File: config.mk
export PLATFORM = sky130hd
export DESIGN_NAME = tlv_message_parser_top
export DESIGN_NICKNAME = d
export VERILOG_FILES = /design/src/rtl/core/tlvp_pkg.sv /design/src/rtl/core/tlv_message_parser_top.sv /design/src/rtl/core/tlvp_parser.sv /design/src/rtl/core/tlvp_out_fifo.sv
export SDC_FILE = /design/constraint.sdc
export NUM_CORES = 1
export LEC_CHECK = 0
export BUFFER_PORTS_ARGS = -buffer_cell sky130_fd_sc_hd__clkbuf_2
export CORE_MARGIN = 4
export CORE_UTILIZATION = 50
export CTS_BUF_LIST = sky130_fd_sc_hd__clkbuf_8
export DETAILED_ROUTE_END_ITERATION = 8
export PLACE_DENSITY = 0.7
export SLEW_MARGIN = 20
export SYNTH_ARGS = -nofsm -noshare
export SYNTH_HDL_FRONTEND = slang
export SYNTH_SLANG_ARGS = --single-unit
File: constraint.sdc
create_clock -name clk -period 8.1 [get_ports clk]
set_input_delay 1.215 -clock clk [delete_from_list [all_inputs] [get_ports clk]]
set_output_delay 1.215 -clock clk [all_outputs]
set_load 0.02 [all_outputs]
File: src/rtl/core/tlvp_pkg.sv
// Package for the TLV message parser: payload structs, event and error codes,
// phase encoding and the default result queue depth. No dependencies.
package tlvp_pkg;

  // Default depth of the result queue (must be at least 2).
  localparam int TLVP_FIFO_DEPTH = 4;

  // Varint limits and the largest legal message length.
  localparam logic [7:0]  SHORT_MAX  = 8'd127;
  localparam logic [7:0]  PREFIX_ONE = 8'h81;
  localparam logic [7:0]  PREFIX_TWO = 8'h82;
  localparam logic [17:0] MSG_MAX    = 18'h0FFFF;

  // Event codes of a result item.
  localparam logic [2:0] EV_HEADER    = 3'd0;
  localparam logic [2:0] EV_ARG_START = 3'd1;
  localparam logic [2:0] EV_VALUE     = 3'd2;
  localparam logic [2:0] EV_MSG_END   = 3'd3;
  localparam logic [2:0] EV_ERROR     = 3'd4;

  // Error codes carried with an error event.
  localparam logic [1:0] ERR_NONE      = 2'd0;
  localparam logic [1:0] ERR_PREFIX    = 2'd1;
  localparam logic [1:0] ERR_TRUNCATED = 2'd2;
  localparam logic [1:0] ERR_OVERFLOW  = 2'd3;

  // Parser phases, one-hot.
  typedef enum logic [3:0] {
    PH_HEADER = 4'b0001,
    PH_ID     = 4'b0010,
    PH_LEN    = 4'b0100,
    PH_VALUE  = 4'b1000
  } phase_t;

  // One input item.
  typedef struct packed {
    logic [7:0] data_byte;
    logic       end_of_stream;
  } in_item_t;

  // One result item.
  typedef struct packed {
    logic [2:0]  event_res;
    logic [15:0] header_length;
    logic [15:0] header_protocol;
    logic [15:0] arg_id;
    logic [15:0] arg_length;
    logic [7:0]  value_byte;
    logic        last_of_arg;
    logic [1:0]  error_code;
    logic        last_result;
  } out_item_t;

  // Results produced by one accepted byte, handed to the result queue.
  typedef struct packed {
    logic [1:0] cnt;
    out_item_t  first;
    out_item_t  second;
  } tlvp_push_t;

endpackage

File: src/rtl/core/tlv_message_parser_top.sv
// Top level of the TLV message parser: byte parser feeding a result queue.
// Depends on tlvp_pkg, tlvp_parser and tlvp_out_fifo.
//
//  Channel | Ports                           | Payload
//  input   | in_valid, in_ready, in_data     | in_item_t: data_byte, end_of_stream
//  result  | out_valid, out_ready, out_data  | out_item_t: event and fields
//
// One byte is parsed in the cycle of its transfer; its zero to two results
// enter the result queue at that edge and are offered from the next cycle.
// Sustained rate is one byte per cycle while results drain one per cycle;
// the single-result output port sets the limit when bytes produce two results.
// in_ready is high while the queue has room for two results.
// Reset (rst_n low, synchronous) clears the parser state and empties the queue.
module tlv_message_parser_top import tlvp_pkg::*; #(
  parameter int DEPTH = TLVP_FIFO_DEPTH
) (
  input  logic      clk,
  input  logic      rst_n,
  input  logic      in_valid,
  output logic      in_ready,
  input  in_item_t  in_data,
  output logic      out_valid,
  input  logic      out_ready,
  output out_item_t out_data
);

  tlvp_push_t push;
  logic       accept;

  // Input transfer.
  assign accept = in_valid && in_ready;

  tlvp_parser u_parser (
    .clk    (clk),
    .rst_n  (rst_n),
    .accept (accept),
    .item   (in_data),
    .push   (push)
  );

  tlvp_out_fifo #(
    .DEPTH (DEPTH)
  ) u_fifo (
    .clk       (clk),
    .rst_n     (rst_n),
    .push      (push),
    .space_ok  (in_ready),
    .out_valid (out_valid),
    .out_ready (out_ready),
    .out_data  (out_data)
  );

endmodule

File: src/rtl/core/tlvp_parser.sv
// Byte parser state and the per-byte step logic of the TLV message parser.
// Depends on tlvp_pkg.
module tlvp_parser import tlvp_pkg::*; (
  input  logic       clk,
  input  logic       rst_n,
  input  logic       accept,
  input  in_item_t   item,
  output tlvp_push_t push
);

  phase_t      phase_r, phase_nxt;
  logic [1:0]  bp_r, bp_nxt;
  logic [15:0] acc_r, acc_nxt;
  logic [15:0] cid_r, cid_nxt;
  logic [15:0] rem_r, rem_nxt;
  logic [15:0] hl_r, hl_nxt;
  logic [15:0] hp_r, hp_nxt;
  logic [16:0] rl_r, rl_nxt;
  logic        errl_r, errl_nxt;

  logic        done;
  logic [15:0] v;
  logic [1:0]  err;
  logic [17:0] total;
  logic        prim_v, sec_v;
  out_item_t   prim, sec;
  logic [7:0]  b;

  // Encoded size of a varint value: one, two or three bytes.
  function automatic logic [1:0] enc_size(input logic [15:0] val);
    if (val <= 16'(SHORT_MAX)) begin
      enc_size = 2'd1;
    end else if (val <= 16'd255) begin
      enc_size = 2'd2;
    end else begin
      enc_size = 2'd3;
    end
  endfunction

  function automatic out_item_t mk(input logic [2:0] ev, input logic [15:0] hl,
                                   input logic [15:0] hp, input logic [15:0] id,
                                   input logic [15:0] len, input logic [7:0] vb,
                                   input logic last, input logic [1:0] ec);
    out_item_t o;
    o.event_res       = ev;
    o.header_length   = hl;
    o.header_protocol = hp;
    o.arg_id          = id;
    o.arg_length      = len;
    o.value_byte      = vb;
    o.last_of_arg     = last;
    o.error_code      = ec;
    o.last_result     = 1'b0;
    return o;
  endfunction

  // One step of the parser for the byte being transferred.
  always_comb begin
    b         = item.data_byte;
    phase_nxt = phase_r;
    bp_nxt    = bp_r;
    acc_nxt   = acc_r;
    cid_nxt   = cid_r;
    rem_nxt   = rem_r;
    hl_nxt    = hl_r;
    hp_nxt    = hp_r;
    rl_nxt    = rl_r;
    errl_nxt  = errl_r;
    done      = 1'b0;
    v         = '0;
    err       = ERR_NONE;
    total     = '0;
    prim_v    = 1'b0;
    sec_v     = 1'b0;
    prim      = '0;
    sec       = '0;

    if (!errl_r) begin
      case (phase_r)
        PH_HEADER: begin
          if (bp_r < 2'd2) begin
            hl_nxt = {hl_r[7:0], b};
          end else begin
            hp_nxt = {hp_r[7:0], b};
          end
          if (bp_r == 2'd3) begin
            phase_nxt = PH_ID;
            bp_nxt    = 2'd0;
            prim_v    = 1'b1;
            prim      = mk(EV_HEADER, hl_nxt, hp_nxt, '0, '0, '0, 1'b0, ERR_NONE);
          end else begin
            bp_nxt = bp_r + 2'd1;
          end
        end
        PH_ID, PH_LEN: begin
          if (bp_r == 2'd0) begin
            if (b <= SHORT_MAX) begin
              done = 1'b1;
              v    = {8'd0, b};
            end else if (b == PREFIX_ONE) begin
              bp_nxt  = 2'd1;
              acc_nxt = '0;
            end else if (b == PREFIX_TWO) begin
              bp_nxt  = 2'd2;
              acc_nxt = '0;
            end else begin
              err = ERR_PREFIX;
            end
          end else begin
            acc_nxt = {acc_r[7:0], b};
            bp_nxt  = bp_r - 2'd1;
            if (bp_nxt == 2'd0) begin
              done = 1'b1;
              v    = acc_nxt;
            end
          end
          if (done && phase_r == PH_ID) begin
            cid_nxt   = v;
            phase_nxt = PH_LEN;
          end else if (done) begin
            total = {1'b0, rl_r} + 18'(enc_size(cid_r)) + 18'(enc_size(v)) + {2'd0, v};
            if (total > MSG_MAX) begin
              err = ERR_OVERFLOW;
            end else begin
              rl_nxt = total[16:0];
              prim_v = 1'b1;
              prim   = mk(EV_ARG_START, hl_r, hp_r, cid_r, v, '0, 1'b0, ERR_NONE);
              rem_nxt = v;
              if (v == 16'd0) begin
                phase_nxt = PH_ID;
              end else begin
                phase_nxt = PH_VALUE;
              end
            end
          end
        end
        PH_VALUE: begin
          prim_v  = 1'b1;
          prim    = mk(EV_VALUE, hl_r, hp_r, cid_r, '0, b, rem_r == 16'd1, ERR_NONE);
          rem_nxt = rem_r - 16'd1;
          if (rem_nxt == 16'd0) begin
            phase_nxt = PH_ID;
          end
        end
        default: begin
          phase_nxt = PH_HEADER;
        end
      endcase

      // A varint error replaces any other result of this byte.
      if (err != ERR_NONE) begin
        prim_v   = 1'b1;
        prim     = mk(EV_ERROR, hl_nxt, hp_nxt, '0, '0, '0, 1'b0, err);
        errl_nxt = 1'b1;
      end

      // End of stream closes the message, cleanly or as truncated.
      if (item.end_of_stream && !errl_nxt) begin
        sec_v = 1'b1;
        if (phase_nxt == PH_ID && bp_nxt == 2'd0) begin
          sec = mk(EV_MSG_END, hl_nxt, hp_nxt, '0, '0, '0, 1'b0, ERR_NONE);
        end else begin
          sec = mk(EV_ERROR, hl_nxt, hp_nxt, '0, '0, '0, 1'b0, ERR_TRUNCATED);
        end
      end
    end

    // Every end of stream restarts the parser.
    if (item.end_of_stream) begin
      phase_nxt = PH_HEADER;
      bp_nxt    = '0;
      acc_nxt   = '0;
      cid_nxt   = '0;
      rem_nxt   = '0;
      hl_nxt    = '0;
      hp_nxt    = '0;
      rl_nxt    = 17'd2;
      errl_nxt  = 1'b0;
    end
  end

  // Pack the results into queue slots and flag the final one.
  always_comb begin
    push = '0;
    if (accept) begin
      if (prim_v) begin
        push.first  = prim;
        push.second = sec;
        push.cnt    = sec_v ? 2'd2 : 2'd1;
      end else begin
        push.first = sec;
        push.cnt   = sec_v ? 2'd1 : 2'd0;
      end
      if (push.cnt == 2'd1) begin
        push.first.last_result = 1'b1;
      end
      if (push.cnt == 2'd2) begin
        push.second.last_result = 1'b1;
      end
    end
  end

  // Parser state registers.
  always_ff @(posedge clk) begin
    if (!rst_n) begin
      phase_r <= PH_HEADER;
      bp_r    <= '0;
      acc_r   <= '0;
      cid_r   <= '0;
      rem_r   <= '0;
      hl_r    <= '0;
      hp_r    <= '0;
      rl_r    <= 17'd2;
      errl_r  <= 1'b0;
    end else if (accept) begin
      phase_r <= phase_nxt;
      bp_r    <= bp_nxt;
      acc_r   <= acc_nxt;
      cid_r   <= cid_nxt;
      rem_r   <= rem_nxt;
      hl_r    <= hl_nxt;
      hp_r    <= hp_nxt;
      rl_r    <= rl_nxt;
      errl_r  <= errl_nxt;
    end
  end

  // A latched error silences every byte until the end of stream.
  a_err_silent: assert property (@(posedge clk) disable iff (!rst_n)
    (accept && errl_r) |-> (push.cnt == 2'd0))
    else $error("results produced while an error is latched");

  // An end of stream always leaves the parser in its reset state.
  a_eos_restart: assert property (@(posedge clk) disable iff (!rst_n)
    (accept && item.end_of_stream) |=>
      (phase_r == PH_HEADER && bp_r == 2'd0 && rl_r == 17'd2 && !errl_r))
    else $error("parser did not restart after end of stream");

  // The running length never passes the message limit.
  a_len_bound: assert property (@(posedge clk) disable iff (!rst_n)
    rl_r >= 17'd2 && {1'b0, rl_r} <= MSG_MAX)
    else $error("running length out of range");

endmodule

File: src/rtl/core/tlvp_out_fifo.sv
// Result queue of the TLV message parser: takes up to two results per cycle
// and hands out one per transfer. Depends on tlvp_pkg.
module tlvp_out_fifo import tlvp_pkg::*; #(
  parameter int DEPTH = TLVP_FIFO_DEPTH
) (
  input  logic       clk,
  input  logic       rst_n,
  input  tlvp_push_t push,
  output logic       space_ok,
  output logic       out_valid,
  input  logic       out_ready,
  output out_item_t  out_data
);

  localparam int AW = (DEPTH > 1) ? $clog2(DEPTH) : 1;
  localparam int CW = $clog2(DEPTH + 1);
  localparam logic [AW-1:0] LAST_ADDR = AW'(DEPTH - 1);
  localparam logic [CW-1:0] ROOM_MAX  = CW'(DEPTH - 2);
  localparam logic [CW-1:0] FULL      = CW'(DEPTH);

  out_item_t     mem [DEPTH];
  logic [AW-1:0] wr_r, wr_nxt, rd_r, rd_nxt, wr_second;
  logic [CW-1:0] count_r, count_nxt;
  logic          pop;

  function automatic logic [AW-1:0] inc(input logic [AW-1:0] a);
    return (a == LAST_ADDR) ? '0 : a + AW'(1);
  endfunction

  // Two free entries let any byte's results in.
  assign space_ok  = (count_r <= ROOM_MAX);
  assign out_valid = (count_r != '0);
  assign out_data  = mem[rd_r];
  assign pop       = out_valid && out_ready;

  // Pointer and fill count updates.
  always_comb begin
    wr_second = inc(wr_r);
    wr_nxt    = wr_r;
    if (push.cnt == 2'd1) begin
      wr_nxt = wr_second;
    end else if (push.cnt == 2'd2) begin
      wr_nxt = inc(wr_second);
    end
    rd_nxt    = pop ? inc(rd_r) : rd_r;
    count_nxt = count_r + CW'(push.cnt) - CW'(pop);
  end

  always_ff @(posedge clk) begin
    if (!rst_n) begin
      wr_r    <= '0;
      rd_r    <= '0;
      count_r <= '0;
    end else begin
      wr_r    <= wr_nxt;
      rd_r    <= rd_nxt;
      count_r <= count_nxt;
    end
  end

  // Queue storage.
  always_ff @(posedge clk) begin
    if (push.cnt != 2'd0) begin
      mem[wr_r] <= push.first;
    end
    if (push.cnt == 2'd2) begin
      mem[wr_second] <= push.second;
    end
  end

  a_no_overfill: assert property (@(posedge clk) disable iff (!rst_n)
    count_r <= FULL)
    else $error("result queue overfilled");

  a_push_room: assert property (@(posedge clk) disable iff (!rst_n)
    (push.cnt != 2'd0) |-> space_ok)
    else $error("results pushed without room");

  a_count_track: assert property (@(posedge clk) disable iff (!rst_n)
    (push.cnt == 2'd0 && !pop) |=> $stable(count_r) && $stable(wr_r))
    else $error("queue changed without a push or pop");

endmodule

=== Word-level counts from Yosys, hierarchy flattened ===
Memory sizes are Yosys's and may differ from the RTL's. A register that Yosys moved wholly into a read port is not among the register bits.
Cells that the tools add are included.

* Add/sub/neg operators: 11
* Shifts and indexed selects: 0
* Muxes and demuxes: 127
* $lt $le $gt $ge: 8
* Equal/unequal tests: 24
* Div/mod/pow operators: 0
* Bitwise gates (word level): 0
* Reduce and logical (&&, ||, !) cells: 25
* Multiply operators: 0

{| class="wikitable"
|+ Operators with widths
! cell !! number
|-
| 2-to-1 mux 79 bit || 8
|-
| 2-to-1 mux 16 bit || 25
|-
| case mux 79 bit (3 select lines) || 1
|-
| 2-to-1 mux 81 bit || 2
|-
| 2-to-1 mux 160 bit || 1
|-
| 2-to-1 mux 17 bit || 6
|-
| 2-to-1 mux 77 bit || 1
|-
| 2-to-1 mux 76 bit || 1
|-
| 2-to-1 mux 2 bit || 34
|-
| 2-to-1 mux 8 bit || 8
|-
| 2-to-1 mux 4 bit || 9
|-
| less-or-equal comparator 16 x 7 -> 1 bit, second input constant || 2
|-
| less-or-equal comparator 16 x 8 -> 1 bit, second input constant || 2
|-
| zero test 16 bit || 2
|-
| case mux 16 bit (2 select lines) || 1
|-
| 2-to-1 mux 1 bit || 27
|-
| adder 17 x 2 -> 18 bit || 1
|-
| adder 18 x 16 -> 18 bit || 1
|-
| adder 18 x 2 -> 18 bit || 1
|-
| greater-than comparator 18 x 16 -> 1 bit, second input constant || 1
|-
| == test 16 x 1 -> 1 bit, second input constant || 1
|-
| == test 8 bit, second input constant || 2
|-
| subtractor 16 x 1 -> 16 bit, second input constant || 1
|-
| == test 2 bit, second input constant || 6
|-
| other kinds (29) || 51
|}

* Memory bits (read-only): 0
* Memories kept: 1
* Input bits: 13
* Logic and storage cells: 208
* Output and inout bits: 81
* Latch bits: 0
* Register bits after elaboration: 103
* Bits in writable memories: 316

{| class="wikitable"
|+ Memory list
! memory !! depth !! width !! rd ports !! clocked after Yosys merged registers in !! wr ports !! RTL line !! source
|-
| u_fifo.mem || 4 || 79 || 1 || 1 || 2 || tlvp_out_fifo.sv:21 || <nowiki>out_item_t mem [DEPTH];</nowiki>
|}

=== Depth between registers and ports, before layout ===
* Depth after elaboration: 37
* Depth in mapped cells: 31

=== Hierarchy ===
Synthesis repeated with hierarchy kept, for this count alone.

* Cell total of the unflattened synthesis: 1,900
* Area, all modules: 23,517.6 µm²

{| class="wikitable"
|+ Modules (own cells, without submodules)
! module !! cells each !! times used !! seq. area each (µm²) !! area an instance (µm²)
|-
| tlvp_out_fifo || 833 || 1 || 9,669.3 || 15,711.3
|-
| tlvp_parser || 1,066 || 1 || 1,921.8 || 7,800.0
|-
| tlv_message_parser_top || 1 || 1 || 0.0 || 6.3
|}

=== Least setup slack after synthesis ===
No wires, ideal clock.

* Kind: input -> register
* Start point: input in_data[8] (netlist name)
* End point: memory u_fifo.mem[2][0] (netlist name) (enable)
* Library setup time: 0.426 ns
* Path slack: 0.506 ns
* Data arrival time: 7.168 ns
* Stages on the path: 24
* Required time: 7.674 ns
* Path through: inv_1 -> a21o_1 -> buf_1 -> and2_1 -> fa_1 -> fa_1 -> ha_1 -> fa_1 -> a211oi_1 -> o211a_1 -> o211ai_1 -> a211oi_2 -> a21oi_1 -> o21a_1 -> and3_1 -> ha_1 -> nand2_1 -> ha_1 -> clkbuf_1 -> nand2_1 -> and3b_1 -> a21oi_1 -> clkbuf_1 -> inv_1

{| class="wikitable"
|+ RTL lines
! what !! RTL line !! source
|-
| start, declared || tlv_message_parser_top.sv:21 || <nowiki>input in_item_t in_data,</nowiki>
|-
| end, declared || tlvp_out_fifo.sv:21 ||
|}

==> flow_summary.toml <==
[routing]
drt_iter0_markers = 1950
vias = 16970
wire_per_inst_um = 24.32
via_per_inst = 6.701
drc = 0
ant_nets = 0
firstDrtPassIters = 5
wirelength_um = 61580

[setup_path]
crit_fanout = 32
cp.required_ns = 8.56
cp-end-kind = "flip-flop"
crit_type = "flip-flop to flip-flop"
startpoint_type = "flip-flop"
worst-endpoint-arrival_ns = 7.94

[floorplanning]
die_x_um = 212.4
start_util_pct = 50.81
die_h_um = 212.4
io_pins = 94
dieArea_um2 = 45110
coreArea_um2 = 41110
rows = 74

[sta]
fmaxAchievable_ghz = 0.1336
tightest_slew_ns = 1.149
period_share_pct = 92.44
rsz0062_at_grt = "false"
tns_ns = 0
slew_headroom_pct = 23.38
hold_viol = 0
setup_viol = 0
slew_viol_final = 0
whs_ns = 0.4559
skew_ns = 0.05227
period_minus_slack_ns = 7.488

[clock_tree]
htree_levels = 3
cts_root_buf = "clkbuf_8"
post_cts_resized = 0
cts.clk_slew.worst_paths_ns = 0.06
cts_buffer_depth = 3
cts_sinks = 421
cts_tree = "built"
cts_hold_buffers = 0
insertion_delay_ns = 0.66
cts_made_buffers = 71
post_cts_buffers = 0

[synthesis]
synth_edf_count = 148
netlist_instances = 1898
synth.cell_area_um2 = 20890
async_reset_ff_share_pct = 0
avgSynthCellArea_um2 = 11.01
synth-warning-count = 0
synth_top_flop_cell = "dfxtp_1"
yosysSeqAreaShare_pct = 47.44
syn_nets = 1983
synth.distinct_cells = 71
ys_seq_elements = 421

[min_path]
hold_path.class = "flip-flop to flip-flop"

[cells_and_area]
area_growth_pct = 12.36
layout_commonest_cell = "dfxtp_1"
antenna_cells = 0
drive_above_1_share_pct = 18.65
design_area_um2 = 23470
final_cell_mix = "271 x dfxtp_1, 160 x o21ai_0, 156 x a22o_1, 148 x edfxtp_1, 137 x a32oi_1"
nets = 2028

[placed_design]
hpwl_um = 37290
io_buffers = 93
gp_routability_congestion = 0.9580
place_area_um2 = 21930

[pwr]
ir_drop_mv = 0.1354
p_leak_nw = 8.521
powerDensity_nw_per_um2 = 214.8

[grt]
grt_pass1_vias = 16870
grtUsageMet1_pct = 35.48
use_met3_pct = 4.707
top_usage_layer = "met2"
grt_use_met2_pct = 44.12
grt_overflow = 0
track_usage_pct = 26.68
grt_max_degree = 105
grt_pass1_wl_um = 95650
antenna_found_initial = 0

[status]
status = "complete, no violations"

[job]
drv_cap = 0
==> cell usage after synthesis, types with 33 or more instances <==
cell / instances / share of area [%]
a22o_1: 156 / 6.5
nor2b_1: 77 / 2.3
o21ai_0: 160 / 3.8
a32oi_1: 137 / 5.7
a22oi_1: 33 / 1.2
dfxtp_1: 273 / 26
ha_1: 67 / 4.0
nor3_1: 33 / 0.79
mux4_2: 79 / 8.5
nor2_1: 63 / 1.1
edfxtp_1: 148 / 21
nand2_1: 75 / 1.3
clkbuf_1: 159 / 2.9
a21oi_1: 80 / 1.9
==> critical path, stage by stage (launching register included) <==
cell and delay, ns:
dfxtp_1 0.50, inv_1 0.14, ha_1 0.32, nor2b_1 0.14, buf_4 0.16, a21o_1 0.18
and2_1 0.23, fa_1 0.46, fa_1 0.46, ha_1 0.24, fa_1 0.48, a211oi_1 0.29
o211a_1 0.24, o211ai_1 0.12, a211oi_2 0.40, a21oi_1 0.14, o21a_1 0.31, and3_1 0.27
ha_1 0.37, nand2_1 0.14, ha_1 0.29, nand2_1 0.20, nand3b_1 0.12, buf_4 0.20
nor2_2 0.11, buf_4 0.42, a32oi_1 0.19, o21ai_0 0.13
==> final timing paths <==
path                           from                 to  slack [ns]  depth (start not counted)
hold reg to reg   u_fifo.mem[1][19]  u_fifo.mem[1][19]        0.46                          2
setup reg to reg   u_parser.bp_r[0]  u_fifo.mem[0][72]        0.61                         27
setup / recovery   u_parser.bp_r[0]  u_fifo.mem[0][72]        0.61                         27
hold / removal    u_fifo.mem[1][19]  u_fifo.mem[1][19]        0.46                          2
==> per-layer routing <==
metal,vias up,wire [um],part of all wire (%)
li1,7555,-,-
met1,8370,24870,40
met2,905,29940,49
met3,137,5093,8.3
met4,0,1678,2.7
met5,-,0,0
==> cell type report <==
type | count | area [um^2]
timing repair buffer | 154 | 1001
fill | 3458 | 17640
clock buffer | 92 | 1266
inverter | 32 | 120.1
sequential | 421 | 9917
tap | 532 | 665.6
clock inverter | 38 | 240.2
multi-input combinational | 1263 | 10260
==> through the flow <==
step           total power [W]  worst slack, ns  util [%]  std cells
2_1_floorplan         0.002838           0.5057         -       1898
3_3_place_gp          0.003082           0.6437     53.30       2400
3_5_place_dp          0.003090           0.4841     53.35       2401
4_1_cts               0.005076           0.7113     57.01       2531
5_1_grt               0.005229           0.1639     57.09       2532
6_report              0.005042           0.6124     57.09       2532
==> state kept, by name, indices dropped and copies added, names as in the netlist, named ones only <==
| signal | count |
|---|---|
| u_fifo.mem | 316 |
| u_parser.rl_r | 17 |
| u_parser.cid_r | 16 |
| u_parser.hl_r | 16 |
| u_parser.hp_r | 16 |
| u_parser.rem_r | 16 |
| u_parser.acc_r | 8 |
| u_parser.phase_r | 4 |
| u_fifo.count_r | 3 |
| u_fifo.rd_r | 2 |
| u_fifo.wr_r | 2 |
| u_parser.bp_r | 2 |
| u_parser.errl_r | 1 |
==> cells by family (layout without fill, tap and decap cells) <==
kind of cell,after synthesis,count (layout),synth area share [%]
fa+ha+maj,72,72,4.493
xor+xnor,21,21,0.8806
compound gates,682,682,23.51
simple gates,376,376,9.662
buf+inv,214,316,3.906
mux,112,112,10.11
flops,421,421,47.44
==> report_power, final <==
group / internal, W / switching (W) / total (W) / leakage (nW)
clock: 0.00109 / 0.000905 / 0.00200 / 0.844
sequential: 0.00223 / 0.0000754 / 0.00231 / 3.60
combinational: 0.000275 / 0.000462 / 0.000737 / 4.08
Power figures use the tool's default switching activity.
